[src/hw/rtl/tlb_fifo_address_translator_top_macros.svh]
// Assertion macros for the TLB address translator.
`ifndef TLB_FIFO_ADDRESS_TRANSLATOR_TOP_MACROS_SVH
`define TLB_FIFO_ADDRESS_TRANSLATOR_TOP_MACROS_SVH

`ifndef SYNTHESIS
// Same-cycle implication, checked on the rising clock edge outside reset.
`define TLBFAT_ASSERT_SAME(label, clk, rst_n, ante, cons) \
    label: assert property (@(posedge clk) disable iff (!rst_n) (ante) |-> (cons)) \
        else $error("same-cycle check failed");
// Next-cycle implication, checked on the rising clock edge outside reset.
`define TLBFAT_ASSERT_NEXT(label, clk, rst_n, ante, cons) \
    label: assert property (@(posedge clk) disable iff (!rst_n) (ante) |=> (cons)) \
        else $error("next-cycle check failed");
`else
`define TLBFAT_ASSERT_SAME(label, clk, rst_n, ante, cons)
`define TLBFAT_ASSERT_NEXT(label, clk, rst_n, ante, cons)
`endif

`endif

[src/hw/rtl/tlbfat_pkg.sv]
// Shared constants, types and helpers of the TLB address translator.
package tlbfat_pkg;

    localparam int TLB_ENTRIES_DEF = 16;
    localparam int ADDR_BITS       = 16;
    localparam int OFFSET_BITS     = 8;
    localparam int PAGE_BITS       = 8;
    localparam int PAGE_COUNT      = 256;
    localparam int FRAME_BITS      = 8;
    localparam int NEXT_FRAME_BITS = 9;
    localparam int CNT_BITS        = 32;

    // One TLB slot as it moves down the chain
    typedef struct packed {
        logic                  valid;
        logic [PAGE_BITS-1:0]  page;
        logic [FRAME_BITS-1:0] frame;
    } t_entry;

    // Match result rippled through the chain
    typedef struct packed {
        logic                  match;
        logic [FRAME_BITS-1:0] frame;
    } t_link;

    typedef enum logic {
        ST_IDLE,
        ST_LOOK
    } t_state;

    // Increment that holds at all ones
    function automatic logic [CNT_BITS-1:0] sat_inc(input logic [CNT_BITS-1:0] v);
        return (v == {CNT_BITS{1'b1}}) ? v : v + {{(CNT_BITS-1){1'b0}}, 1'b1};
    endfunction

endpackage

[src/hw/rtl/tlbfat_ram.sv]
// Generic single-port-write, single-port-read RAM with registered read data.
module tlbfat_ram #(
    parameter int WIDTH = 8,
    parameter int DEPTH = 256
) (
    input  logic                     i_clk,
    input  logic                     i_wr_en,
    input  logic [$clog2(DEPTH)-1:0] i_wr_addr,
    input  logic [WIDTH-1:0]         i_wr_data,
    input  logic                     i_rd_en,
    input  logic [$clog2(DEPTH)-1:0] i_rd_addr,
    output logic [WIDTH-1:0]         o_rd_data
);

    logic [WIDTH-1:0] r_mem [DEPTH];
    logic [WIDTH-1:0] r_rd_data;

    // Write port
    always_ff @(posedge i_clk) begin
        if (i_wr_en) begin
            r_mem[i_wr_addr] <= i_wr_data;
        end
    end

    // Registered read port; data holds between reads
    always_ff @(posedge i_clk) begin
        if (i_rd_en) begin
            r_rd_data <= r_mem[i_rd_addr];
        end
    end

    assign o_rd_data = r_rd_data;

endmodule

[src/hw/rtl/tlbfat_cell.sv]
// One TLB slot: holds an entry, compares it, and passes entry and match along.
module tlbfat_cell
    import tlbfat_pkg::*;
(
    input  logic                 i_clk,
    input  logic                 i_rst_n,
    input  logic                 i_shift,
    input  t_entry               i_entry,
    input  logic [PAGE_BITS-1:0] i_page,
    input  t_link                i_link,
    output t_entry               o_entry,
    output t_link                o_link
);

    logic                  r_valid;
    logic [PAGE_BITS-1:0]  r_page;
    logic [FRAME_BITS-1:0] r_frame;
    logic                  w_match;

    // Clear the valid bit at reset, take the upstream entry on a shift
    always_ff @(posedge i_clk) begin
        if (!i_rst_n) begin
            r_valid <= 1'b0;
        end else if (i_shift) begin
            r_valid <= i_entry.valid;
        end
    end

    // Payload needs no reset
    always_ff @(posedge i_clk) begin
        if (i_shift) begin
            r_page  <= i_entry.page;
            r_frame <= i_entry.frame;
        end
    end

    // Compare against the lookup page and merge into the match chain
    assign w_match        = r_valid && (r_page == i_page);
    assign o_link.match   = i_link.match | w_match;
    assign o_link.frame   = i_link.frame | (w_match ? r_frame : {FRAME_BITS{1'b0}});

    assign o_entry.valid  = r_valid;
    assign o_entry.page   = r_page;
    assign o_entry.frame  = r_frame;

endmodule

[src/hw/rtl/tlb_fifo_address_translator_top.sv]
// Top level of the TLB address translator with FIFO replacement.
//
// Input channel: i_valid / o_stall carry one 16-bit virtual address per
// request; bits 15..8 are the page, bits 7..0 the offset. Output channel:
// o_valid / i_stall carry the physical address, hit and fault flags and the
// three saturating counters for that request.
// Each request passes through ST_IDLE, where the accept edge registers the
// address and starts the page-map read, and ST_LOOK, where the page is
// compared against every TLB slot and the output register is loaded once it
// is free. The input stalls in ST_LOOK, so the next request is taken only
// after that load; ST_LOOK exists for the registered page-map RAM read.
// The TLB is a chain of slots; a miss pushes the new page and frame into the
// first slot and every slot hands its entry on, dropping the oldest, which
// gives FIFO replacement. A page seen for the first time takes the next free
// frame and counts as a fault.
// Reset (synchronous, active low) clears the TLB and page-map valid bits, the
// free-frame counter and all counters at once; no clearing pass is needed.
// While the receiver stalls, the result holds in the output register; one
// more request can be accepted and then waits until the output is taken.
module tlb_fifo_address_translator_top
    import tlbfat_pkg::*;
#(
    parameter int TLB_ENTRIES = TLB_ENTRIES_DEF
) (
    input  logic                 i_clk,
    input  logic                 i_rst_n,
    input  logic                 i_valid,
    output logic                 o_stall,
    input  logic [ADDR_BITS-1:0] i_virtual_address,
    output logic                 o_valid,
    input  logic                 i_stall,
    output logic [ADDR_BITS-1:0] o_physical_address,
    output logic                 o_tlb_hit,
    output logic                 o_page_fault,
    output logic [CNT_BITS-1:0]  o_access_count,
    output logic [CNT_BITS-1:0]  o_hit_count,
    output logic [CNT_BITS-1:0]  o_fault_count
);

    `include "tlb_fifo_address_translator_top_macros.svh"

    t_state r_state;
    t_state n_state;

    logic [PAGE_BITS-1:0]       r_page;
    logic [OFFSET_BITS-1:0]     r_offset;
    logic [PAGE_COUNT-1:0]      r_map_valid;
    logic [NEXT_FRAME_BITS-1:0] r_next_free;
    logic [CNT_BITS-1:0]        r_access_cnt;
    logic [CNT_BITS-1:0]        r_hit_cnt;
    logic [CNT_BITS-1:0]        r_fault_cnt;
    logic                       r_out_valid;
    logic [ADDR_BITS-1:0]       r_out_addr;
    logic                       r_out_hit;
    logic                       r_out_fault;

    logic [CNT_BITS-1:0]        n_access_cnt;
    logic [CNT_BITS-1:0]        n_hit_cnt;
    logic [CNT_BITS-1:0]        n_fault_cnt;

    logic                       w_accept;
    logic                       w_idle;
    logic                       w_load;
    logic                       w_hit;
    logic                       w_map_valid;
    logic                       w_fault;
    logic                       w_shift;
    logic                       w_has_free;
    logic [FRAME_BITS-1:0]      w_map_frame;
    logic [FRAME_BITS-1:0]      w_alloc_frame;
    logic [FRAME_BITS-1:0]      w_frame;
    t_entry                     w_new_entry;
    t_entry                     w_held [TLB_ENTRIES];
    t_link                      w_link [TLB_ENTRIES+1];

    // Next state
    always_comb begin
        n_state = r_state;
        unique case (r_state)
            ST_IDLE: begin
                if (i_valid) begin
                    n_state = ST_LOOK;
                end
            end
            ST_LOOK: begin
                if (w_load) begin
                    n_state = ST_IDLE;
                end
            end
            default: n_state = ST_IDLE;
        endcase
    end

    // State outputs
    always_comb begin
        w_idle = 1'b0;
        unique case (r_state)
            ST_IDLE: w_idle = 1'b1;
            ST_LOOK: w_idle = 1'b0;
            default: w_idle = 1'b0;
        endcase
    end

    always_ff @(posedge i_clk) begin
        if (!i_rst_n) begin
            r_state <= ST_IDLE;
        end else begin
            r_state <= n_state;
        end
    end

    assign o_stall  = !w_idle;
    assign w_accept = i_valid && w_idle;
    assign w_load   = !w_idle && (!r_out_valid || !i_stall);

    // Capture the request address
    always_ff @(posedge i_clk) begin
        if (w_accept) begin
            r_page   <= i_virtual_address[OFFSET_BITS +: PAGE_BITS];
            r_offset <= i_virtual_address[OFFSET_BITS-1:0];
        end
    end

    // Page-map frames, read at accept and written on a fault
    tlbfat_ram #(
        .WIDTH (FRAME_BITS),
        .DEPTH (PAGE_COUNT)
    ) u_map_ram (
        .i_clk     (i_clk),
        .i_wr_en   (w_load && w_fault),
        .i_wr_addr (r_page),
        .i_wr_data (w_frame),
        .i_rd_en   (w_accept),
        .i_rd_addr (i_virtual_address[OFFSET_BITS +: PAGE_BITS]),
        .o_rd_data (w_map_frame)
    );

    // TLB chain: a miss pushes the new entry in at slot zero
    assign w_new_entry.valid = 1'b1;
    assign w_new_entry.page  = r_page;
    assign w_new_entry.frame = w_frame;
    assign w_link[0]         = '0;

    for (genvar k = 0; k < TLB_ENTRIES; k++) begin : g_cell
        tlbfat_cell u_cell (
            .i_clk   (i_clk),
            .i_rst_n (i_rst_n),
            .i_shift (w_shift),
            .i_entry ((k == 0) ? w_new_entry : w_held[(k == 0) ? 0 : k-1]),
            .i_page  (r_page),
            .i_link  (w_link[k]),
            .o_entry (w_held[k]),
            .o_link  (w_link[k+1])
        );
    end

    // Resolve the frame: TLB, then page map, then a fresh allocation
    assign w_hit         = w_link[TLB_ENTRIES].match;
    assign w_map_valid   = r_map_valid[r_page];
    assign w_fault       = !w_hit && !w_map_valid;
    assign w_shift       = w_load && !w_hit;
    assign w_has_free    = (r_next_free < NEXT_FRAME_BITS'(PAGE_COUNT));
    assign w_alloc_frame = w_has_free ? r_next_free[FRAME_BITS-1:0]
                                      : FRAME_BITS'(PAGE_COUNT - 1);
    assign w_frame       = w_hit       ? w_link[TLB_ENTRIES].frame :
                           w_map_valid ? w_map_frame : w_alloc_frame;

    // Counter updates for this request
    assign n_access_cnt = sat_inc(r_access_cnt);
    assign n_hit_cnt    = w_hit   ? sat_inc(r_hit_cnt)   : r_hit_cnt;
    assign n_fault_cnt  = w_fault ? sat_inc(r_fault_cnt) : r_fault_cnt;

    // Advance counters, page-map valid bits and the free-frame counter
    always_ff @(posedge i_clk) begin
        if (!i_rst_n) begin
            r_map_valid  <= '0;
            r_next_free  <= '0;
            r_access_cnt <= '0;
            r_hit_cnt    <= '0;
            r_fault_cnt  <= '0;
        end else if (w_load) begin
            r_access_cnt <= n_access_cnt;
            r_hit_cnt    <= n_hit_cnt;
            r_fault_cnt  <= n_fault_cnt;
            if (w_fault) begin
                r_map_valid[r_page] <= 1'b1;
                if (w_has_free) begin
                    r_next_free <= r_next_free + {{(NEXT_FRAME_BITS-1){1'b0}}, 1'b1};
                end
            end
        end
    end

    // Output valid: set on load, drop when taken
    always_ff @(posedge i_clk) begin
        if (!i_rst_n) begin
            r_out_valid <= 1'b0;
        end else if (w_load) begin
            r_out_valid <= 1'b1;
        end else if (!i_stall) begin
            r_out_valid <= 1'b0;
        end
    end

    // Output payload; holds while stalled
    always_ff @(posedge i_clk) begin
        if (w_load) begin
            r_out_addr  <= {w_frame, r_offset};
            r_out_hit   <= w_hit;
            r_out_fault <= w_fault;
        end
    end

    assign o_valid            = r_out_valid;
    assign o_physical_address = r_out_addr;
    assign o_tlb_hit          = r_out_hit;
    assign o_page_fault       = r_out_fault;
    assign o_access_count     = r_access_cnt;
    assign o_hit_count        = r_hit_cnt;
    assign o_fault_count      = r_fault_cnt;

    // An accepted request blocks the input while it is in ST_LOOK
    `TLBFAT_ASSERT_NEXT(a_accept_blocks, i_clk, i_rst_n, w_accept, o_stall)
    // A loaded result shows up on the output with its flags consistent
    `TLBFAT_ASSERT_NEXT(a_load_shows, i_clk, i_rst_n, w_load,
        o_valid && !(o_tlb_hit && o_page_fault))
    // A fault with frames left takes exactly one new frame
    `TLBFAT_ASSERT_NEXT(a_frame_alloc, i_clk, i_rst_n, w_load && w_fault && w_has_free,
        r_next_free == $past(r_next_free) + {{(NEXT_FRAME_BITS-1){1'b0}}, 1'b1})
    // Slots fill from the front, so a valid oldest slot means a valid newest one
    `TLBFAT_ASSERT_SAME(a_chain_fill, i_clk, i_rst_n, w_held[TLB_ENTRIES-1].valid,
        w_held[0].valid)

endmodule
[config.mk]
export PLATFORM = sky130hd
export DESIGN_NAME = tlb_fifo_address_translator_top
export DESIGN_NICKNAME = d
export VERILOG_FILES = /design/src/hw/rtl/tlbfat_pkg.sv /design/src/hw/rtl/tlbfat_ram.sv /design/src/hw/rtl/tlbfat_cell.sv /design/src/hw/rtl/tlb_fifo_address_translator_top.sv
export VERILOG_INCLUDE_DIRS = /design/src /design/src/hw/rtl
export SDC_FILE = /design/constraint.sdc
export NUM_CORES = 2
export LEC_CHECK = 0
export BUFFER_PORTS_ARGS = -buffer_cell sky130_fd_sc_hd__buf_4
export CAP_MARGIN = 20
export CELL_PAD_IN_SITES_DETAIL_PLACEMENT = 0
export CELL_PAD_IN_SITES_GLOBAL_PLACEMENT = 1
export CORE_UTILIZATION = 55
export DETAILED_ROUTE_END_ITERATION = 16
export PLACE_DENSITY_LB_ADDON = 0.1
export SYNTH_ARGS = -nofsm -noshare
export SYNTH_HDL_FRONTEND = slang
export SYNTH_SLANG_ARGS = --single-unit
[constraint.sdc]
create_clock -name i_clk -period 15.63 [get_ports i_clk]
set_input_delay 4.689 -clock i_clk [delete_from_list [all_inputs] [get_ports i_clk]]
set_output_delay 4.689 -clock i_clk [all_outputs]
set_load 0.02 [all_outputs]
==> results.sh <==
export IMPL_layout_skew_ns=0.04916
export IMPL_netlist_area_leader_share=0.6577
export IMPL_setup_viol=0
export IMPL_post_synth_num_cell_types=62
export IMPL_pwr_share_clk=0.426
export IMPL_setup_total_negative_slack_ns=0
export IMPL_worst_setup_path_start="i_stall"
export IMPL_floorplan_io_pins=136
export IMPL_min_delay_path_depth=0
export IMPL_synth_largest_area_cell="sky130_fd_sc_hd__edfxtp_1"
export IMPL_critical_path_depth=12
export IMPL_cts_clk_slew_worst_paths_ns=0.06
export IMPL_rr_worst_depth=16
export IMPL_insertion_delay_ns=0.94
export IMPL_synth_edff_count=2346
export IMPL_cp_data_arrival_time_ns=9.42
export IMPL_drtAntennaViolNets=0
export IMPL_syn_cell_area_mm2=0.1071
export IMPL_via_to_cell_ratio=6.427
export IMPL_postCtsSetupBuffers=0
export IMPL_cts_sinks=2725
export IMPL_crit_type="in2reg"
export IMPL_share_seq_of_total_power=0.517
export IMPL_kind_of_launch_point_of_the_worst_setup_path="primary input"
export IMPL_final_nets=5933
export IMPL_power_internal_mw=12.33
export IMPL_worst_path_max_delay_cell="sky130_fd_sc_hd__buf_4"
export IMPL_ys_seq_area_frac=0.7286
export IMPL_final_max_slew_viol_count=30
export IMPL_critical_path_max_fanout=107
export IMPL_gp_routability_congestion=0.8295
export IMPL_upper_clock_frequency_limit_mhz=114.2
export IMPL_async_reset_ff_frac=0
export IMPL_synth_seq_cells=2725
export IMPL_drtPass1Iterations=5
export IMPL_detailedPlacementHpwl_mm=156.9
export IMPL_power_density_mw_per_mm2=130.4
export IMPL_cts_root_to_sink_buffers=4
export IMPL_netlist_top_cells_area="sky130_fd_sc_hd__edfxtp_1 (66%), sky130_fd_sc_hd__mux4_2 (16%), sky130_fd_sc_hd__dfxtp_1 (7.1%)"
export IMPL_ff_latch_area_mm2=0.07803
export IMPL_avgRoutedWirePerCell_um=30.67
export IMPL_worst_r2r_startpoint="r_page[4]$_DFFE_PP_"
export IMPL_critPathMaxStageDelay_ns=0.90
export IMPL_synthesis_area_per_instance_um2=18.99
export IMPL_cts_root_buf="sky130_fd_sc_hd__clkbuf_16"
export IMPL_worstMarginPinSlew_ns=1.526
export IMPL_run_status="finished, violations left"
export IMPL_initial_utilization=0.5550
export IMPL_power_combinational_fraction=0.057
export IMPL_totalPowerFinal_mw=15.73
export IMPL_grt_start_max_net_pins=236
export IMPL_startpoint_of_the_tightest_hold_check_path="r_offset[1]$_DFFE_PP_"
export IMPL_synth_nets=5665
export IMPL_synth_cells_most_frequent="sky130_fd_sc_hd__edfxtp_1 (2346), sky130_fd_sc_hd__mux4_2 (739), sky130_fd_sc_hd__nand2_1 (385)"
export IMPL_crit_top_cell="sky130_fd_sc_hd__buf_4"
export IMPL_grt_overflow=0
export IMPL_post_route_min_period_ns=8.754
export IMPL_drt_initial_drc_count=6164
export IMPL_failed_checks="max-slew violations"
export IMPL_proportion_of_layout_cells_with_a_drive_suffix_above_1=0.2691
export IMPL_synthesis_yosys_warnings=0
export IMPL_total_drc_errors_in_the_routed_layout=0
export IMPL_final_fill_count=13410
export IMPL_hp_class="reg2reg"
export IMPL_vias=55590
export IMPL_chipWidth_um=443.3
export IMPL_required_ns=16.29
export IMPL_ir_drop_mv=0.1218
export IMPL_cp_num_buf_inv=7
export IMPL_post_synth_inst_count=5641
export IMPL_initial_antenna_violation_count=13
export IMPL_worst_slew_margin_rel=-0.01744
export IMPL_power_leakage_nw=37.78
export IMPL_predominant_post_synthesis_flop_cell="sky130_fd_sc_hd__edfxtp_1"
export IMPL_fp_row_count=161
export IMPL_cts_hold_repair_buffers=0
export IMPL_multi_input_comb_area_mm2=0.02725
export IMPL_proportion_of_total_power_due_to_net_switching=0.2159
export IMPL_aggregate_global_route_resource_usage=0.2709
export IMPL_cts_buffers=292
export IMPL_max_cap_violations=0
export IMPL_switchingPower_mw=3.396
export IMPL_flow_area_growth_from_synthesis_pct=12.62
export IMPL_min_period_over_period=0.5601
export IMPL_cts_repair_resized=0
export IMPL_fin_util=0.6251
export IMPL_crit_family="buffers and inverters"
export IMPL_finalHoldViolations=0
export IMPL_first_global_vias=54690
export IMPL_grt_setup_unrepaired="false"
export IMPL_cell_by_cell_listing_of_the_critical_path="buf_4 > nand2_1 > nand2_1 > inv_1 > nand2_2 > buf_4 > inv_8 > nand2b_4 > buf_4 > buf_4 > nor3_1 > clkbuf_2"
export IMPL_wirelength_mm=265.3
export IMPL_floorplan_die_area_mm2=0.1965
export IMPL_cts_tree="yes"
export IMPL_yosysMostFrequentCell="sky130_fd_sc_hd__edfxtp_1"
export IMPL_chipHeight_um=443.3
export IMPL_clock_tree_htree_level_count=5
export IMPL_floorplan_core_area_mm2=0.1930
export IMPL_grt_pass1_wl_mm=386.1
export IMPL_worstSetupEndpointType="flop"
export IMPL_port_buffers=135
## stage by stage
step | setup WS [ns] | std cells | hold WS, ns | area, µm²
6_report | 6.876 | 8650 | 0.4116 | 120600
5_1_grt | 6.731 | 8650 | 0.4203 | 120600
4_1_cts | 7.008 | 8623 | 0.4161 | 120400
3_5_place_dp | 6.032 | 8115 | 0.4045 | 111200
3_3_place_gp | 6.106 | 8081 | 0.4005 | 110900
2_1_floorplan | 2.600 | 5641 | 0.4003 | 107100
## sequential cells by signal, indices dropped and copies added, names as in the netlist
register	cells
o_page_fault	1
o_fault_count	32
r_next_free	9
u_map_ram.r_mem	2048
o_hit_count	32
r_offset	8
u_map_ram.o_rd_data	8
g_cell.u_cell.r_valid	16
r_map_valid	256
r_state	1
o_valid	1
g_cell.u_cell.r_page	128
o_tlb_hit	1
o_physical_address	16
o_access_count	32
g_cell.u_cell.r_frame	128
r_page	8
## worst paths after layout
path,slack (ns),to
hold reg to reg,0.41,o_physical_address[1]$_DFFE_PP_
setup reg to reg,8.44,u_map_ram.r_mem[231][7]$_DFFE_PP_
setup / recovery,6.88,u_map_ram.r_mem[231][7]$_DFFE_PP_
hold / removal,0.41,o_physical_address[1]$_DFFE_PP_
## cell type report
class | instances | share of cell area
multi-input cells | 2511 | 0.2259
flip-flops and latches | 2725 | 0.6469
inverters | 22 | 0.0007572
clock buffers | 380 | 0.06611
repair buffers | 357 | 0.02403
diodes | 1 | 0.00002075
clock inverters | 128 | 0.01006
well taps | 2526 | 0.02620
## cell usage in the layout, fill, tap and decap left out, types with 43 or more instances in the layout
cell                        netlist  final
sky130_fd_sc_hd__clkbuf_1       223     64
sky130_fd_sc_hd__a21oi_1         63     63
sky130_fd_sc_hd__buf_4            8    302
sky130_fd_sc_hd__xnor2_1        151    151
sky130_fd_sc_hd__nor2_1         104    102
sky130_fd_sc_hd__o21ai_1        101    101
sky130_fd_sc_hd__mux2i_1         43     43
sky130_fd_sc_hd__edfxtp_1      2346   2346
sky130_fd_sc_hd__clkinv_2         0     43
sky130_fd_sc_hd__clkinv_1         3     50
sky130_fd_sc_hd__mux4_2         739    739
sky130_fd_sc_hd__nand2_1        385    376
sky130_fd_sc_hd__o21ai_0        187    187
sky130_fd_sc_hd__nor3_2         100    125
sky130_fd_sc_hd__nand4_1         51     51
sky130_fd_sc_hd__clkbuf_16        0    302
sky130_fd_sc_hd__dfxtp_1        379    379
sky130_fd_sc_hd__nand3_1        102     96
sky130_fd_sc_hd__nor3_1         159    134
## power by group through the flow
| stage | Combinational [mW] | Sequential, mW | Clock (mW) |
|---|---|---|---|
| detailed placement | 0.906 | 8.29 | 0 |
| finish | 0.902 | 8.13 | 6.70 |
| global placement | 0.891 | 8.28 | 0 |
| CTS | 0.906 | 8.13 | 6.80 |
| global route | 0.953 | 8.13 | 7.05 |
| floorplan | 0.551 | 8.38 | 0 |
## cells by family (layout without fill, tap and decap cells)
group	Yosys count	in the layout	synth area share
other cells	0	1	0
fa+ha+maj	4	4	0.0004673
simple gates	1064	1064	0.05207
xor+xnor	165	165	0.01349
buf+inv	405	887	0.01883
flops	2725	2725	0.7286
mux	784	784	0.1596
compound gates	494	494	0.02695
## routing by layer
layer / part of all wire / GRT usage
met1: 0.41 / 0.3939
met2: 0.48 / 0.4230
met3: 0.074 / 0.04694
met4: 0.032 / 0.08486
met5: 0.00014 / 0
Note: power is estimated with default switching activity, not from simulation.
